==> src/rtl/mmd_pkg.sv <==
// Package for the multipart motion-JPEG deframer: header text tables and shared constants.
package mmd_pkg;

	localparam int LENGTH_BITS_DEF = 24;
	localparam int HEAD_LEN = 30;
	localparam int TAIL_LEN = 30;
	localparam int POS_W = 6;
	localparam int IDX_W = 5;

	typedef logic [POS_W-1:0] pos_t;
	typedef logic [IDX_W-1:0] idx_t;
	typedef logic [7:0] char_t;

	localparam pos_t POS_START = pos_t'(0);
	localparam pos_t POS_ONE = pos_t'(1);
	localparam pos_t POS_TWO = pos_t'(2);
	localparam pos_t POS_DIGITS = pos_t'(HEAD_LEN);
	localparam pos_t POS_TAIL1 = pos_t'(HEAD_LEN + 1);
	localparam pos_t POS_LAST = pos_t'(HEAD_LEN + TAIL_LEN - 1);
	localparam idx_t IDX_TAIL_END = idx_t'(TAIL_LEN - 1);
	localparam idx_t IDX_ZERO = idx_t'(0);

	localparam char_t CH_DASH = 8'h2D;
	localparam char_t CH_ZERO = 8'h30;
	localparam char_t CH_NINE = 8'h39;
	localparam char_t CH_CR = 8'h0D;
	localparam char_t CH_LF = 8'h0A;

	function automatic char_t head_char(input idx_t idx);
		char_t c;
		case (idx)
			5'd0: c = "-";
			5'd1: c = "-";
			5'd2: c = "m";
			5'd3: c = "y";
			5'd4: c = "b";
			5'd5: c = "o";
			5'd6: c = "u";
			5'd7: c = "n";
			5'd8: c = "d";
			5'd9: c = "a";
			5'd10: c = "r";
			5'd11: c = "y";
			5'd12: c = CH_CR;
			5'd13: c = CH_LF;
			5'd14: c = "C";
			5'd15: c = "o";
			5'd16: c = "n";
			5'd17: c = "t";
			5'd18: c = "e";
			5'd19: c = "n";
			5'd20: c = "t";
			5'd21: c = "-";
			5'd22: c = "l";
			5'd23: c = "e";
			5'd24: c = "n";
			5'd25: c = "g";
			5'd26: c = "t";
			5'd27: c = "h";
			5'd28: c = ":";
			5'd29: c = " ";
			default: c = 8'h00;
		endcase
		return c;
	endfunction

	function automatic char_t tail_char(input idx_t idx);
		char_t c;
		case (idx)
			5'd0: c = CH_CR;
			5'd1: c = CH_LF;
			5'd2: c = "C";
			5'd3: c = "o";
			5'd4: c = "n";
			5'd5: c = "t";
			5'd6: c = "e";
			5'd7: c = "n";
			5'd8: c = "t";
			5'd9: c = "-";
			5'd10: c = "t";
			5'd11: c = "y";
			5'd12: c = "p";
			5'd13: c = "e";
			5'd14: c = ":";
			5'd15: c = " ";
			5'd16: c = "i";
			5'd17: c = "m";
			5'd18: c = "a";
			5'd19: c = "g";
			5'd20: c = "e";
			5'd21: c = "/";
			5'd22: c = "j";
			5'd23: c = "p";
			5'd24: c = "e";
			5'd25: c = "g";
			5'd26: c = CH_CR;
			5'd27: c = CH_LF;
			5'd28: c = CH_CR;
			5'd29: c = CH_LF;
			default: c = 8'h00;
		endcase
		return c;
	endfunction

endpackage

==> src/rtl/mjpeg_multipart_deframer.sv <==
// Top level of the multipart motion-JPEG deframer: header search, length decode and payload pass.
// A byte accepted into the input register is decoded into the result register once the output
// side can take it, so a stall on out_ready holds the byte in the input register.
// Throughput is one byte per cycle while out_ready does not stall; each byte needs a character
// compare, a length counter update or both, done between the input register and the result register.
// The asynchronous active-low reset clears the search state, the counters and both valid
// flags, so the block starts searching for a header from the first byte.
module mjpeg_multipart_deframer #(
	parameter int LENGTH_BITS = mmd_pkg::LENGTH_BITS_DEF
) (
	input  logic       clk,
	input  logic       arst_n,
	input  logic       in_valid,
	output logic       in_ready,
	input  logic [7:0] in_byte,
	output logic       out_valid,
	input  logic       out_ready,
	output logic [7:0] out_byte,
	output logic       frame_last,
	output logic       frame_empty
);

	localparam int WIDE = LENGTH_BITS + 4;

	logic                   valid_s1;
	logic [7:0]             byte_s1;
	logic                   out_valid_s2;
	logic [7:0]             out_byte_s2;
	logic                   frame_last_s2;
	logic                   frame_empty_s2;

	logic                   in_payload_q;
	mmd_pkg::pos_t          pos_q;
	logic                   digit_seen_q;
	logic [LENGTH_BITS-1:0] alen_q;
	logic [LENGTH_BITS-1:0] rem_q;

	logic                   adv;
	mmd_pkg::pos_t          pos_eff;
	mmd_pkg::idx_t          hidx;
	mmd_pkg::idx_t          tidx;
	logic                   is_dash;
	logic                   is_digit;
	logic [WIDE-1:0]        alen_ext;
	logic [WIDE-1:0]        acc;
	logic [3:0]             digit_val;

	logic                   nxt_payload;
	mmd_pkg::pos_t          nxt_pos;
	logic                   nxt_digit;
	logic [LENGTH_BITS-1:0] nxt_alen;
	logic [LENGTH_BITS-1:0] nxt_rem;
	logic                   res_valid;
	logic [7:0]             res_byte;
	logic                   res_last;
	logic                   res_empty;

	assign adv = valid_s1 && (!out_valid_s2 || out_ready);
	assign in_ready = !valid_s1 || adv;

	assign pos_eff = (pos_q > mmd_pkg::POS_LAST) ? mmd_pkg::POS_START : pos_q;
	assign hidx = pos_eff[mmd_pkg::IDX_W-1:0];
	assign tidx = mmd_pkg::idx_t'(pos_eff - mmd_pkg::POS_DIGITS);
	assign is_dash = (byte_s1 == mmd_pkg::CH_DASH);
	assign is_digit = (byte_s1 >= mmd_pkg::CH_ZERO) && (byte_s1 <= mmd_pkg::CH_NINE);
	assign digit_val = 4'(byte_s1 - mmd_pkg::CH_ZERO);
	assign alen_ext = {4'b0000, alen_q};
	assign acc = (digit_seen_q ? ((alen_ext << 3) + (alen_ext << 1)) : '0)
		+ {{(WIDE-4){1'b0}}, digit_val};

	always_comb begin
		nxt_payload = in_payload_q;
		nxt_pos = pos_eff;
		nxt_digit = digit_seen_q;
		nxt_alen = alen_q;
		nxt_rem = rem_q;
		res_valid = 1'b0;
		res_byte = byte_s1;
		res_last = 1'b0;
		res_empty = 1'b0;
		if (in_payload_q) begin
			nxt_pos = pos_q;
			res_valid = 1'b1;
			res_last = (rem_q <= LENGTH_BITS'(1));
			if (res_last) begin
				nxt_rem = '0;
				nxt_payload = 1'b0;
			end else begin
				nxt_rem = rem_q - LENGTH_BITS'(1);
			end
		end else if (pos_eff < mmd_pkg::POS_DIGITS) begin
			nxt_digit = 1'b0;
			if (byte_s1 == mmd_pkg::head_char(hidx)) begin
				nxt_pos = pos_eff + mmd_pkg::POS_ONE;
			end else if (is_dash) begin
				if ((pos_eff != mmd_pkg::POS_START)
					&& (mmd_pkg::head_char(hidx - mmd_pkg::idx_t'(1)) == mmd_pkg::CH_DASH)) begin
					nxt_pos = mmd_pkg::POS_TWO;
				end else begin
					nxt_pos = mmd_pkg::POS_ONE;
				end
			end else begin
				nxt_pos = mmd_pkg::POS_START;
			end
		end else if (pos_eff == mmd_pkg::POS_DIGITS) begin
			if (is_digit) begin
				nxt_digit = 1'b1;
				if (acc[WIDE-1 -: 4] != 4'b0000) begin
					nxt_alen = '1;
				end else begin
					nxt_alen = acc[LENGTH_BITS-1:0];
				end
			end else if ((byte_s1 == mmd_pkg::tail_char(mmd_pkg::IDX_ZERO)) && digit_seen_q) begin
				nxt_pos = mmd_pkg::POS_TAIL1;
			end else begin
				nxt_digit = 1'b0;
				nxt_pos = is_dash ? mmd_pkg::POS_ONE : mmd_pkg::POS_START;
			end
		end else begin
			if (byte_s1 == mmd_pkg::tail_char(tidx)) begin
				if (tidx == mmd_pkg::IDX_TAIL_END) begin
					nxt_pos = mmd_pkg::POS_START;
					nxt_digit = 1'b0;
					if (alen_q == '0) begin
						res_valid = 1'b1;
						res_byte = 8'h00;
						res_last = 1'b1;
						res_empty = 1'b1;
					end else begin
						nxt_payload = 1'b1;
						nxt_rem = alen_q;
					end
				end else begin
					nxt_pos = pos_eff + mmd_pkg::POS_ONE;
				end
			end else begin
				nxt_digit = 1'b0;
				if (!is_dash) begin
					nxt_pos = mmd_pkg::POS_START;
				end else if (mmd_pkg::tail_char(tidx - mmd_pkg::idx_t'(1)) == mmd_pkg::CH_DASH) begin
					nxt_pos = mmd_pkg::POS_TWO;
				end else begin
					nxt_pos = mmd_pkg::POS_ONE;
				end
			end
		end
	end

	always_ff @(posedge clk or negedge arst_n) begin
		if (!arst_n) begin
			valid_s1 <= 1'b0;
		end else if (in_valid && in_ready) begin
			valid_s1 <= 1'b1;
		end else if (adv) begin
			valid_s1 <= 1'b0;
		end
	end

	always_ff @(posedge clk) begin
		if (in_valid && in_ready) begin
			byte_s1 <= in_byte;
		end
	end

	always_ff @(posedge clk or negedge arst_n) begin
		if (!arst_n) begin
			in_payload_q <= 1'b0;
			pos_q <= mmd_pkg::POS_START;
			digit_seen_q <= 1'b0;
			alen_q <= '0;
			rem_q <= '0;
			out_valid_s2 <= 1'b0;
		end else if (adv) begin
			in_payload_q <= nxt_payload;
			pos_q <= nxt_pos;
			digit_seen_q <= nxt_digit;
			alen_q <= nxt_alen;
			rem_q <= nxt_rem;
			out_valid_s2 <= res_valid;
		end else if (out_ready) begin
			out_valid_s2 <= 1'b0;
		end
	end

	always_ff @(posedge clk) begin
		if (adv && res_valid) begin
			out_byte_s2 <= res_byte;
			frame_last_s2 <= res_last;
			frame_empty_s2 <= res_empty;
		end
	end

	assign out_valid = out_valid_s2;
	assign out_byte = out_byte_s2;
	assign frame_last = frame_last_s2;
	assign frame_empty = frame_empty_s2;

	a_pos_range: assert property (@(posedge clk) disable iff (!arst_n)
		pos_q <= mmd_pkg::POS_LAST)
		else $error("Match position left the header range.");

	a_payload_count: assert property (@(posedge clk) disable iff (!arst_n)
		in_payload_q |-> (rem_q != '0) && (pos_q == mmd_pkg::POS_START) && !digit_seen_q)
		else $error("Payload mode with no bytes left or a live header match.");

	a_digit_pos: assert property (@(posedge clk) disable iff (!arst_n)
		digit_seen_q |-> (pos_q >= mmd_pkg::POS_DIGITS))
		else $error("Length digits flagged outside the length field.");

	a_empty_marker: assert property (@(posedge clk) disable iff (!arst_n)
		(out_valid && frame_empty) |-> (frame_last && (out_byte == 8'h00)))
		else $error("Empty-frame marker without last flag or with a data byte.");

	a_payload_end: assert property (@(posedge clk) disable iff (!arst_n)
		(adv && in_payload_q && (rem_q == LENGTH_BITS'(1))) |=> (!in_payload_q && frame_last))
		else $error("Final payload byte did not end the frame.");

endmodule
==> config.mk <==
export PLATFORM = sky130hd
export DESIGN_NAME = mjpeg_multipart_deframer
export DESIGN_NICKNAME = d
export VERILOG_FILES = /design/src/rtl/mmd_pkg.sv /design/src/rtl/mjpeg_multipart_deframer.sv
export SDC_FILE = /design/constraint.sdc
export NUM_CORES = 1
export LEC_CHECK = 0
export BUFFER_PORTS_ARGS = -buffer_cell sky130_fd_sc_hd__buf_2
export CORE_ASPECT_RATIO = 1.2
export CORE_MARGIN = 1
export CORE_UTILIZATION = 25
export DETAILED_ROUTE_END_ITERATION = 10
export PLACE_DENSITY_LB_ADDON = 0.1
export SETUP_SLACK_MARGIN = 0.2
export SYNTH_ARGS = -nofsm -noshare
export SYNTH_HDL_FRONTEND = slang
export SYNTH_SLANG_ARGS = --single-unit
==> constraint.sdc <==
create_clock -name clk -period 7.45 [get_ports clk]
set_clock_uncertainty 0.2 [all_clocks]
set_input_delay 0 -clock clk [delete_from_list [all_inputs] [get_ports clk]]
set_output_delay 0 -clock clk [all_outputs]
set_load 0.005 [all_outputs]
# After elaboration in Yosys (flattened, before gate mapping)
# Memories as Yosys holds them, arrays and structs flattened.
# Index checks and enable logic that the tools add are counted.
# Widths: inputs -> output; s select.
[word_totals] reg_bits=76 latch_bits=0 ram_bits=0 mem_bits_ro=896 inputBits=12 n_memories=4
[mem_list] memory="(name not given)" depth=32 word_bits=7 rd=1 rd_clocked_by_memory_dff=0 write_ports=0 line="mmd_pkg.sv:31" source="case (idx)"
[mem_list] memory="(name not given)" depth=32 word_bits=7 rd=1 rd_clocked_by_memory_dff=0 write_ports=0 line="mmd_pkg.sv:31"
[mem_list] memory="(name not given)" depth=32 word_bits=7 rd=1 rd_clocked_by_memory_dff=0 write_ports=0 line="mmd_pkg.sv:69" source="case (idx)"
[mem_list] memory="(name not given)" depth=32 word_bits=7 rd=1 rd_clocked_by_memory_dff=0 write_ports=0 line="mmd_pkg.sv:69"
[classes] add_sub_neg=8 mul=0 div_mod_pow=0 magnitude_cmp=5 eq_ne=13 shifts=0 muxes=66 bitwise=2 reduce_logical=21
[ops] operator="$mux 24" n=8
[ops] operator="$mux 8" n=20
[ops] operator="$mux 6" n=8
[ops] operator="$add 27x25->28" n=1
[ops] operator="$add 28x4->28" n=1
[ops] operator="$mux 28" n=1
[ops] operator="$mux 1" n=25
[ops] operator="$eq 8x6->1 const B" n=3
[ops] operator="$le 24x1->1 const B" n=1
[ops] operator="$logic_not 24->1" n=1
[ops] operator="$sub 24x1->24 const B" n=1
[ops] operator="$eq 8x8->1" n=2
[ops] operator="$sub 5x1->5 const B" n=2
[ops] operator="$eq 8x4->1 const B" n=1
[ops] operator="$ge 8x6->1 const B" n=1
[ops] operator="$le 8x6->1 const B" n=1
[ops] operator="$reduce_bool 2->1" n=4
[ops] operator="$add 6x1->6 const B" n=1
[ops] operator="$eq 6x5->1 const B" n=1
[ops] operator="$gt 6x6->1 const B" n=1
[ops] operator="$logic_and 1x1->1" n=6
[ops] operator="$lt 6x5->1 const B" n=1
[ops] operator="$mux 2" n=3
[ops] operator="$ne 2x2->1 const B" n=3
[ops] operator="15 further kinds" n=18

# Depth between registers and ports, before layout
# Gate-level depths: netlist of the first run.
# An unclocked memory read counts as a cell.
[depth] word_depth=18 mapped_depth=21 ltp_nobuf=15

# Least setup slack after synthesis of the first run
# Ideal clock, no wire load.
[synth_timing] path_kind="register -> register" startpoint="register pos_q[2]" endpoint="register frame_empty_s2 (netlist: frame_empty) (enable)" setup_time_ns=0.334 t_arrival_ns=4.101 t_required_ns=6.916 setup_slack_ns=2.815 path_stages_with_launch=19 n_path_buf=5 period_less_slack_ns=4.635 cell_sequence="dfrtp_1 > buf_2 > buf_2 > buf_2 > buf_1 > nand2_1 > inv_1 > ha_1 > clkbuf_1 > nand4_1 > o211ai_2 > mux4_2 > mux2i_1 > xor2_1 > nand2_1 > or2_1 > nor4b_1 > o21ai_0 > inv_1"
[synth_between] elab_chain_cells=13 word_cells_on_any_way=17
[synth_lines] item="start, declared" line="mjpeg_multipart_deframer.sv:33" source="mmd_pkg::pos_t pos_q;"
[synth_lines] item="start signal, assigned" line="mjpeg_multipart_deframer.sv:168" source="pos_q <= mmd_pkg::POS_START;"
[synth_lines] item="start signal, assigned" line="mjpeg_multipart_deframer.sv:175" source="pos_q <= nxt_pos;"
[synth_lines] item="$gt 6x6->1" line="mjpeg_multipart_deframer.sv:61" source="assign pos_eff = (pos_q > mmd_pkg::POS_LAST) ? mmd_pkg::POS_START : pos_q;"
[synth_lines] item="$mux 6 (*)" line="mjpeg_multipart_deframer.sv:61"
[synth_lines] item="$sub 5x5->5" line="mjpeg_multipart_deframer.sv:63" source="assign tidx = mmd_pkg::idx_t'(pos_eff - mmd_pkg::POS_DIGITS);"
[synth_lines] item="$mem_v2 32x7"
[synth_lines] item="$mux 8" line="mjpeg_multipart_deframer.sv:105" source="end else if (pos_eff == mmd_pkg::POS_DIGITS) begin"
[synth_lines] item="$mux 8" line="mjpeg_multipart_deframer.sv:91" source="end else if (pos_eff < mmd_pkg::POS_DIGITS) begin"
[synth_lines] item="$mux 8" line="mjpeg_multipart_deframer.sv:81" source="if (in_payload_q) begin"
[synth_lines] item="$eq 8x8->1" line="mjpeg_multipart_deframer.sv:120" source="if (byte_s1 == mmd_pkg::tail_char(tidx)) begin"
[synth_lines] item="$mux 1" line="mjpeg_multipart_deframer.sv:120"
[synth_lines] item="$mux 1" line="mjpeg_multipart_deframer.sv:105"
[synth_lines] item="$mux 1 (*)" line="mjpeg_multipart_deframer.sv:91"
[synth_lines] item="$mux 1 (*)" line="mjpeg_multipart_deframer.sv:81"
[synth_lines] item="$logic_and 1x1->1 (*)" line="mjpeg_multipart_deframer.sv:186" source="if (adv && res_valid) begin"
[synth_lines] item="end signal, assigned" line="mjpeg_multipart_deframer.sv:189" source="frame_empty_s2 <= res_empty;"
[synth_lines] item="end, declared" line="mjpeg_multipart_deframer.sv:30" source="logic frame_empty_s2;"
# Every way passes the cells marked *; elsewhere a longest branch is shown, timed or not. The select of a mux whose other input is x is not followed.
# A chain may end at the register's enable or synchronous reset.

# Final worst setup path of the first run
[layout_timing] startpoint="register pos_q[4]" endpoint="register out_byte_s2[2] (netlist: out_byte[2]) (enable)"
[layout_between] elab_chain_cells=13 word_cells_on_any_way=17
[layout_lines] item="$gt 6x6->1" line="mjpeg_multipart_deframer.sv:61"
[layout_lines] item="$mux 6 (*)" line="mjpeg_multipart_deframer.sv:61"
[layout_lines] item="$sub 5x5->5" line="mjpeg_multipart_deframer.sv:63"
[layout_lines] item="$mem_v2 32x7"
[layout_lines] item="$mux 8" line="mjpeg_multipart_deframer.sv:105"
[layout_lines] item="$mux 8" line="mjpeg_multipart_deframer.sv:91"
[layout_lines] item="$mux 8" line="mjpeg_multipart_deframer.sv:81"
[layout_lines] item="$eq 8x8->1" line="mjpeg_multipart_deframer.sv:120"
[layout_lines] item="$mux 1" line="mjpeg_multipart_deframer.sv:120"
[layout_lines] item="$mux 1" line="mjpeg_multipart_deframer.sv:105"
[layout_lines] item="$mux 1 (*)" line="mjpeg_multipart_deframer.sv:91"
[layout_lines] item="$mux 1 (*)" line="mjpeg_multipart_deframer.sv:81"
[layout_lines] item="$logic_and 1x1->1 (*)" line="mjpeg_multipart_deframer.sv:186"
[layout_lines] item="end signal, assigned" line="mjpeg_multipart_deframer.sv:187" source="out_byte_s2 <= res_byte;"
[layout_lines] item="end, declared" line="mjpeg_multipart_deframer.sv:28" source="logic [7:0] out_byte_s2;"
# Marks and branches as above.

==> results of run 1 <==
-- power groups by stage --
stage	registers [mW]	clock network (mW)	logic, mW
2_1_floorplan	0.455	0	0.178
4_1_cts	0.461	0.481	0.243
3_5_place_dp	0.469	0	0.236
3_3_place_gp	0.470	0	0.242
5_1_grt	0.464	0.495	0.271
6_report	0.462	0.472	0.242
-- synthesized netlist by cell type (11+ instances only) --
library cell               instances
sky130_fd_sc_hd__nor2b_1          36
sky130_fd_sc_hd__xnor2_1          25
sky130_fd_sc_hd__dfrtp_1          58
sky130_fd_sc_hd__nor4_1           21
sky130_fd_sc_hd__a31oi_1          25
sky130_fd_sc_hd__xor2_1           17
sky130_fd_sc_hd__a21o_1           12
sky130_fd_sc_hd__edfxtp_1         18
sky130_fd_sc_hd__a21oi_1          58
sky130_fd_sc_hd__nand2b_1         14
sky130_fd_sc_hd__o21ai_0          51
sky130_fd_sc_hd__nand4_1          24
sky130_fd_sc_hd__clkbuf_1         32
sky130_fd_sc_hd__ha_1             46
sky130_fd_sc_hd__o21ai_1          11
sky130_fd_sc_hd__o21a_1           11
sky130_fd_sc_hd__inv_1            33
sky130_fd_sc_hd__nand2_1          99
sky130_fd_sc_hd__nand3_1          36
sky130_fd_sc_hd__a21oi_2          14
sky130_fd_sc_hd__nor2_1           75
sky130_fd_sc_hd__and2_1           13
sky130_fd_sc_hd__a211oi_1         22
sky130_fd_sc_hd__buf_2            16
sky130_fd_sc_hd__nor3_1           29
-- logic make-up after synthesis --
logic type | after synthesis | share of synthesized area, %
and+or+nand+nor | 403 | 27.3
AOI/OAI and AO/OA | 304 | 27.2
buffers and inverters | 95 | 5.53
DFF | 76 | 25.4
adders and majority gates | 49 | 7.97
xor gates and xnor gates | 42 | 4.69
muxes | 13 | 1.87
-- state kept, by name (all words and copies together) (netlist names) --
register / cells
alen_q: 24
rem_q: 24
byte_s1: 8
out_byte: 8
pos_q: 6
digit_seen_q: 1
frame_empty: 1
frame_last: 1
in_payload_q: 1
out_valid: 1
valid_s1: 1
-- area by class of cell --
| type | count | area [µm²] |
|---|---|---|
| fill | 3349 | 22000 |
| sequential | 76 | 1990 |
| inverter | 35 | 131 |
| timing repair buffer | 47 | 325 |
| clock buffer | 13 | 280 |
| multi-input combinational | 811 | 5430 |
| tap | 396 | 495 |
| clock inverter | 3 | 42.5 |
-- through the flow --
step                      cells  utilization (%)  hold slack (ns)  area, µm²
after floorplan             982                -           -0.496       7850
after global placement     1353             26.9          -0.0178       8260
after detailed placement   1353             26.9          -0.0208       8260
after CTS                  1381             28.4            0.174       8700
after global routing       1381             28.4            0.187       8700
final                      1381             28.4            0.172       8700
-- final timing paths --
kind | from | end | slack (ns) | cells past startpoint
max in group asynchronous | arst_n | rem_q[7] | 6.33 | 3
min | arst_n | pos_q[4] | 0.17 | 3
min in group clk | in_byte[3] | byte_s1[3] | 0.18 | 2
max | pos_q[4] | out_byte[2] | 1.90 | 15
max reg2reg | pos_q[4] | out_byte[2] | 1.90 | 15
min reg2reg | rem_q[13] | rem_q[13] | 0.32 | 2
-- per-layer routing --
metal / share of wire (%) / vias up / track usage [%]
li1: - / 3666 / -
met1: 49 / 3632 / 24.3
met2: 46 / 157 / 27.6
met3: 3.0 / 34 / 1.73
met4: 1.9 / 0 / 4.42
met5: 0 / - / 0
-- critical path, cell delays in order, from the launching register on --
cell                       delay (ns)
sky130_fd_sc_hd__dfrtp_1         0.75
sky130_fd_sc_hd__buf_4           0.29
sky130_fd_sc_hd__nand3_1         0.14
sky130_fd_sc_hd__nand2_1         0.22
sky130_fd_sc_hd__inv_1           0.18
sky130_fd_sc_hd__ha_1            0.46
sky130_fd_sc_hd__nand2b_1        0.28
sky130_fd_sc_hd__o211ai_2        0.45
sky130_fd_sc_hd__mux4_2          0.56
sky130_fd_sc_hd__mux2i_1         0.17
sky130_fd_sc_hd__xor2_1          0.16
sky130_fd_sc_hd__nand2_1         0.14
sky130_fd_sc_hd__or2_1           0.28
sky130_fd_sc_hd__nor4b_1         0.41
sky130_fd_sc_hd__o21ai_0         0.17
sky130_fd_sc_hd__inv_1           0.33
-- repair_timing --
action / in CTS / in global routing
endpoints found under the setup margin: 0 / 0
hold buffers: 12 / 0
hold endpoints to repair: 68 / 0
==> results.txt, run 1 <==
The worst-case IR drop observed on VDD is 0.0000812 V. The average cell area after synthesis came out at 7.99 µm². The worst setup path is launched from a flip-flop. Once the floorplan was initialized, standard cells occupied 25.6% of the core.

Gates resized during post-CTS repair numbered 0. In the layout the commonest cells are sky130_fd_sc_hd__nand2_1 (99), sky130_fd_sc_hd__nor2_1 (75), sky130_fd_sc_hd__a21oi_1 (58), sky130_fd_sc_hd__dfrtp_1 (58), sky130_fd_sc_hd__o21ai_0 (51). TritonCTS built the clock tree. After floorplanning, the core was sized to cover 30700 µm². In this run the cell area of the synthesized design comes to 7850 µm². The final total negative setup slack came out at 0 ns. The number of hold violations in the final report is 0. The full die area is 32100 µm². After the first detailed-routing iteration, the DRC count stood at 537. The clock reaches the later pin of the worst-skew pair after 0.34 ns. At the pin with the least slew margin, the transition time is 1.01 ns. After synthesis, the cell types taking the most area are sky130_fd_sc_hd__dfrtp_1 (19%), sky130_fd_sc_hd__ha_1 (7.3%), sky130_fd_sc_hd__edfxtp_1 (6.9%), sky130_fd_sc_hd__nand2_1 (4.7%), sky130_fd_sc_hd__a21oi_1 (3.7%).

The row count is 70. The period utilization came out at 74.4%. The run finished with clean final reports. Summed over all layers, the global routing overflow is 0. The post-route netlist has 9.64% of its cells at a drive strength greater than 1. The number of enable flip-flop cells after synthesis is 18.

The antenna violation net count after detailed routing is 0. Counting every instance in the synthesized netlist gives 982. For this design, the sink count on the clock tree is 76.

The total I/O pin count is 24. The relative area change from synthesis to final layout came out at 10.9%. The number of buffers on the longest clock path came out at 2.

The reported max-cap violation count came out at 0. The via density per instance is 5.42. For this run, the number of Yosys warnings is 0. The final count of pins violating max slew came out at 0.

The via count of the routed design came out at 7489. The required time of the critical path came out at 7.25 ns. The post-synthesis sequential area ratio is 25.4%.

After detailed routing, the average wire length per cell comes to 19.5 µm. The first-pass detailed-route iteration total came out at 5. Setup repair after global routing left no endpoint under its margin.

In this run the clock root is driven by a sky130_fd_sc_hd__clkbuf_16. Of all cell types, the one taking the most synthesized area is sky130_fd_sc_hd__dfrtp_1. Summed over all cells, the static leakage comes to 3.45 nW. The final critical delay including setup and external delays came out at 5.55 ns. STA classifies the critical path endpoint as a flip-flop. The total clock buffers created by CTS came out at 9. The number of buffers added on ports is 23. The relative contribution of sequential cells to total power came out at 39.3%. The global-route usage over all layers is 17.2%. In this run the biggest area consumer among cell types represents 18.5% of the synthesized area.

The final net count came out at 1040. The highest clock rate came out at 0.180 GHz. In this run the power density over the cells is 135 nW/µm². After synthesis the netlist holds a flip-flop and latch count of 76. The die outline height came out at 196 µm. The most used flip-flop cell after synthesis is sky130_fd_sc_hd__dfrtp_1.

The relative contribution of the clock network to total power came out at 40.1%. The DRC violation count after routing is 0. Setup violations remaining at the end of the flow were counted as 0. The largest fanout on the critical path is 18. The arrival time at the worst endpoint is 5.34 ns. Total power for the finished layout comes to 1.18 mW. Counting every net in the synthesized netlist gives 1042.

The switching share of power is 29.8%. The clock edge transition at the registers on the reported setup and hold paths came out at 0.06 ns. The path class of the tightest hold or removal check is in2async.

The post-synthesis async set-or-reset flop share is 76.3%. Leaving out fill and tap cells, the most frequent cell in the layout is sky130_fd_sc_hd__nand2_1. The number of antenna violations at the first check in global routing came out at 0. The horizontal extent of the die came out at 164 µm. The switching component of the power is 0.350 mW.

The half-perimeter wire length of the detailed placement result came out at 20000 µm. The number of diodes is 0. After synthesis, the netlist uses 99 different library cells. The clock tree synthesis step divided the H-tree into 3 levels. The buffer count from post-CTS setup fixing is 0.

The worst pin sits at a relative slew slack of 32.5%. The maximum number of pins on one net before global-route repair is 59. The number of global-route vias before repair came to 7430. OpenSTA, run right after detailed placement, puts the worst setup slack at 1.97 ns.

Summed over all layers, the routed wires come to 26900 µm. The setup path with the least slack is of type reg2reg. At the end of routability-driven placement, the weighted congestion stood at 0.856. The wire length of the first global-routing pass came out at 43000 µm. The internal power of the cells came out at 0.825 mW.

The smallest setup slack after layout is 1.90 ns. The combinational group share of total power is 20.6%.
Power figures use the tool's default switching activity.
==> run 2: changes to the inputs <==
==> constraint.sdc (replaced) <==
create_clock -name clk -period 5.8 [get_ports clk]
set_clock_uncertainty 0.2 [all_clocks]
set_input_delay 0 -clock clk [delete_from_list [all_inputs] [get_ports clk]]
set_output_delay 0 -clock clk [all_outputs]
set_load 0.005 [all_outputs]
==> results.txt, run 2 (synthesis gave the netlist of run 1 again) <==
The run finished with clean final reports. During I/O placement, the number of pins put on the boundary was 24. The number of hold violations in the final report came out at 0. The design area came out at 8730 µm². The number of hold buffers added after CTS was 12. The switching component of the power is 0.486 mW.

The internal power of the cells is 1.03 mW. The maximum number of pins on one net before global-route repair is 59. The floorplan step defined a core boundary enclosing 30700 µm². The total clock buffers created by CTS is 9. The delay of the slowest critical-path stage came out at 0.59 ns. The violation count after the first detailed-route iteration came out at 467. The final count of pins violating max slew came out at 0.

The critical path capture point type is a flip-flop. The half-perimeter wire length of the detailed placement result is 20600 µm. Before antenna repair, the detailed router went through 5 iterations.

The global-route usage over all layers is 17.6%. The switching share of power is 32.2%. The filler cells instantiated in the layout total 3377. The largest fanout on the critical path came out at 15. The total of cells resized after clock tree synthesis is 0. Excluding fillers, the count of instances in the completed layout stands at 1387. The total power divided by cell area is 173 nW/µm². The number of buffers added on ports came out at 23.

Across all hold checks on the routed design, the worst slack comes to 0.155 ns. The via density per instance is 5.38. The largest registers in the layout are alen_q x24, rem_q x24.

The maximum VDD drop is 0.000134 V. The count of clock tree sinks is 76. The min-delay analysis places its worst path in the category in2reg. The relative contribution of sequential cells to total power is 38.6%. The total length of routed wires came out at 27300 µm. Measured against its own limit, the worst slew margin works out to 38.0%. In this run the static leakage power is 3.47 nW. The average wire length per cell after detail routing is 19.7 µm. The H-tree generated during clock tree synthesis spans 3 levels. The via count of the routed design came out at 7462. The clock edge transition at the registers on the reported setup and hold paths came out at 0.07 ns. Setup repair after global routing left no endpoint under its margin.

Leaving out fill and tap cells, the most frequent cells in the layout are sky130_fd_sc_hd__nand2_1 (99), sky130_fd_sc_hd__nor2_1 (75), sky130_fd_sc_hd__a21oi_1 (58), sky130_fd_sc_hd__dfrtp_1 (58), sky130_fd_sc_hd__o21ai_0 (51). The wire length of the first global-routing pass came out at 43800 µm. The CTS tree is yes. The worst register-to-register path begins at pos_q[4]. The combinational group share of total power came out at 21.7%. The number of buffers on the longest clock path is 2.

The number of antenna violations at the first check in global routing came out at 0. The startpoint of the worst hold path is in_byte[5]. The smallest setup slack after layout came out at 0.733 ns. The core occupancy in the finished layout came out at 28.5%. Among cell families on the critical path, the largest total delay comes from simple AND/OR/NAND/NOR gates.

STA puts the critical path data required time at 5.62 ns. The antenna violation net count after detailed routing came out at 0. The launch point of the critical path is pos_q[4]. The clock network is responsible for 39.7% of the overall power. The number of buffers and inverters on the critical path came out at 4.

The most common cell after layout, fill and taps aside is sky130_fd_sc_hd__nand2_1. The weighted congestion reported at the end of routability-driven placement came out at 0.841. The relative area change from synthesis to final layout came out at 11.3%. The critical path goes through buf_4, nand4_4, and2_0, buf_4, ha_1, inv_1, a2111oi_2, a32oi_1, xor2_1, nor4_1, nand4_1, or2_1, nor4b_1, o21ai_0, inv_1. At the placement stage, the worst setup path has a slack of 0.772 ns.

For this configuration, the core starts out at a cell density of 25.6%. Of the available clock period, the critical path in the final layout requires 87.4%. Counting tap cells, the placed design contains a total of 1359 instances. Summed over all layers, the global routing overflow is 0. The critical path launch point type is a flip-flop. The row count came out at 70. Summing all placed instances gives a cell area of 8300 µm².

Clock tree synthesis selected as its root buffer the cell sky130_fd_sc_hd__clkbuf_16. Setup violations remaining at the end of the flow were counted as 0. The clock network latency to the later pin of the worst-skew pair is 0.36 ns. The final total negative setup slack is 0 ns. The DRC violation count after routing came out at 0.

The number of global-route vias before repair is 7571. The final critical delay including setup and external delays came out at 5.07 ns. In this run the vertical extent of the chip is 196 µm.

The buffer count from post-CTS setup fixing came out at 0. The proportion of layout cells with a drive suffix above 1 is 10.2%. The full die area is 32100 µm². The reported max-cap violation count is 0.

The slowest stage of the critical path is the sky130_fd_sc_hd__ha_1 cell. At the end of the flow, the number of nets in the layout was 1046. By startpoint and endpoint, the worst setup path is classified as reg2reg. The arrival time at the worst endpoint is 4.88 ns. The total design power came out at 1.51 mW. The pin slew with the least headroom to its limit came out at 0.918 ns. The highest clock rate came out at 0.197 GHz.

The number of diodes came out at 0. The horizontal extent of the die is 164 µm.
[run 2: worst paths after layout]
path | end | slack (ns) | depth (start not counted)
min in group asynchronous | pos_q[5] | 0.17 | 3
worst min-delay path | byte_s1[5] | 0.15 | 2
max in group asynchronous | rem_q[11] | 4.65 | 3
worst max register to register | out_byte[7] | 0.73 | 15
worst min register to register | rem_q[13] | 0.31 | 2
worst max-delay path | out_byte[7] | 0.73 | 15
[run 2: routing by layer]
metal | share of wire, % | routed length (µm) | vias up | GRT usage [%]
li1 | - | - | 3680 | -
met1 | 47 | 13000 | 3620 | 23.6
met2 | 48 | 13100 | 131 | 29.8
met3 | 2.8 | 755 | 31 | 1.61
met4 | 2.0 | 550 | 0 | 5.14
met5 | 0 | 0 | - | 0
[run 2: final cells by class]
class | count | area, µm² | area share, %
Sequential cell | 76 | 1990 | 22.8
Clock buffer | 9 | 225 | 2.58
Multi-Input combinational cell | 811 | 5430 | 62.2
Clock inverter | 7 | 82.6 | 0.946
Tap cell | 396 | 495 | 5.67
Timing Repair Buffer | 53 | 370 | 4.24
Inverter | 35 | 131 | 1.50
[run 2: power by group through the flow]
stage                     clock network (mW)  registers (mW)  logic (mW)
after global placement                     0           0.594       0.327
after global routing                   0.635           0.585       0.363
after CTS                              0.616           0.582       0.328
after floorplan                            0           0.584       0.229
after detailed placement                   0           0.593       0.320
final                                  0.599           0.583       0.328
[run 2: worst reg2reg max path, delay by kind of cell (launching register included)]
kind	cells	cell delay [ns]
simple gates	6	1.54
fa+ha+maj	1	0.59
compound gates	3	0.85
xor+xnor	1	0.17
buf+inv	4	0.96
flops	1	0.39
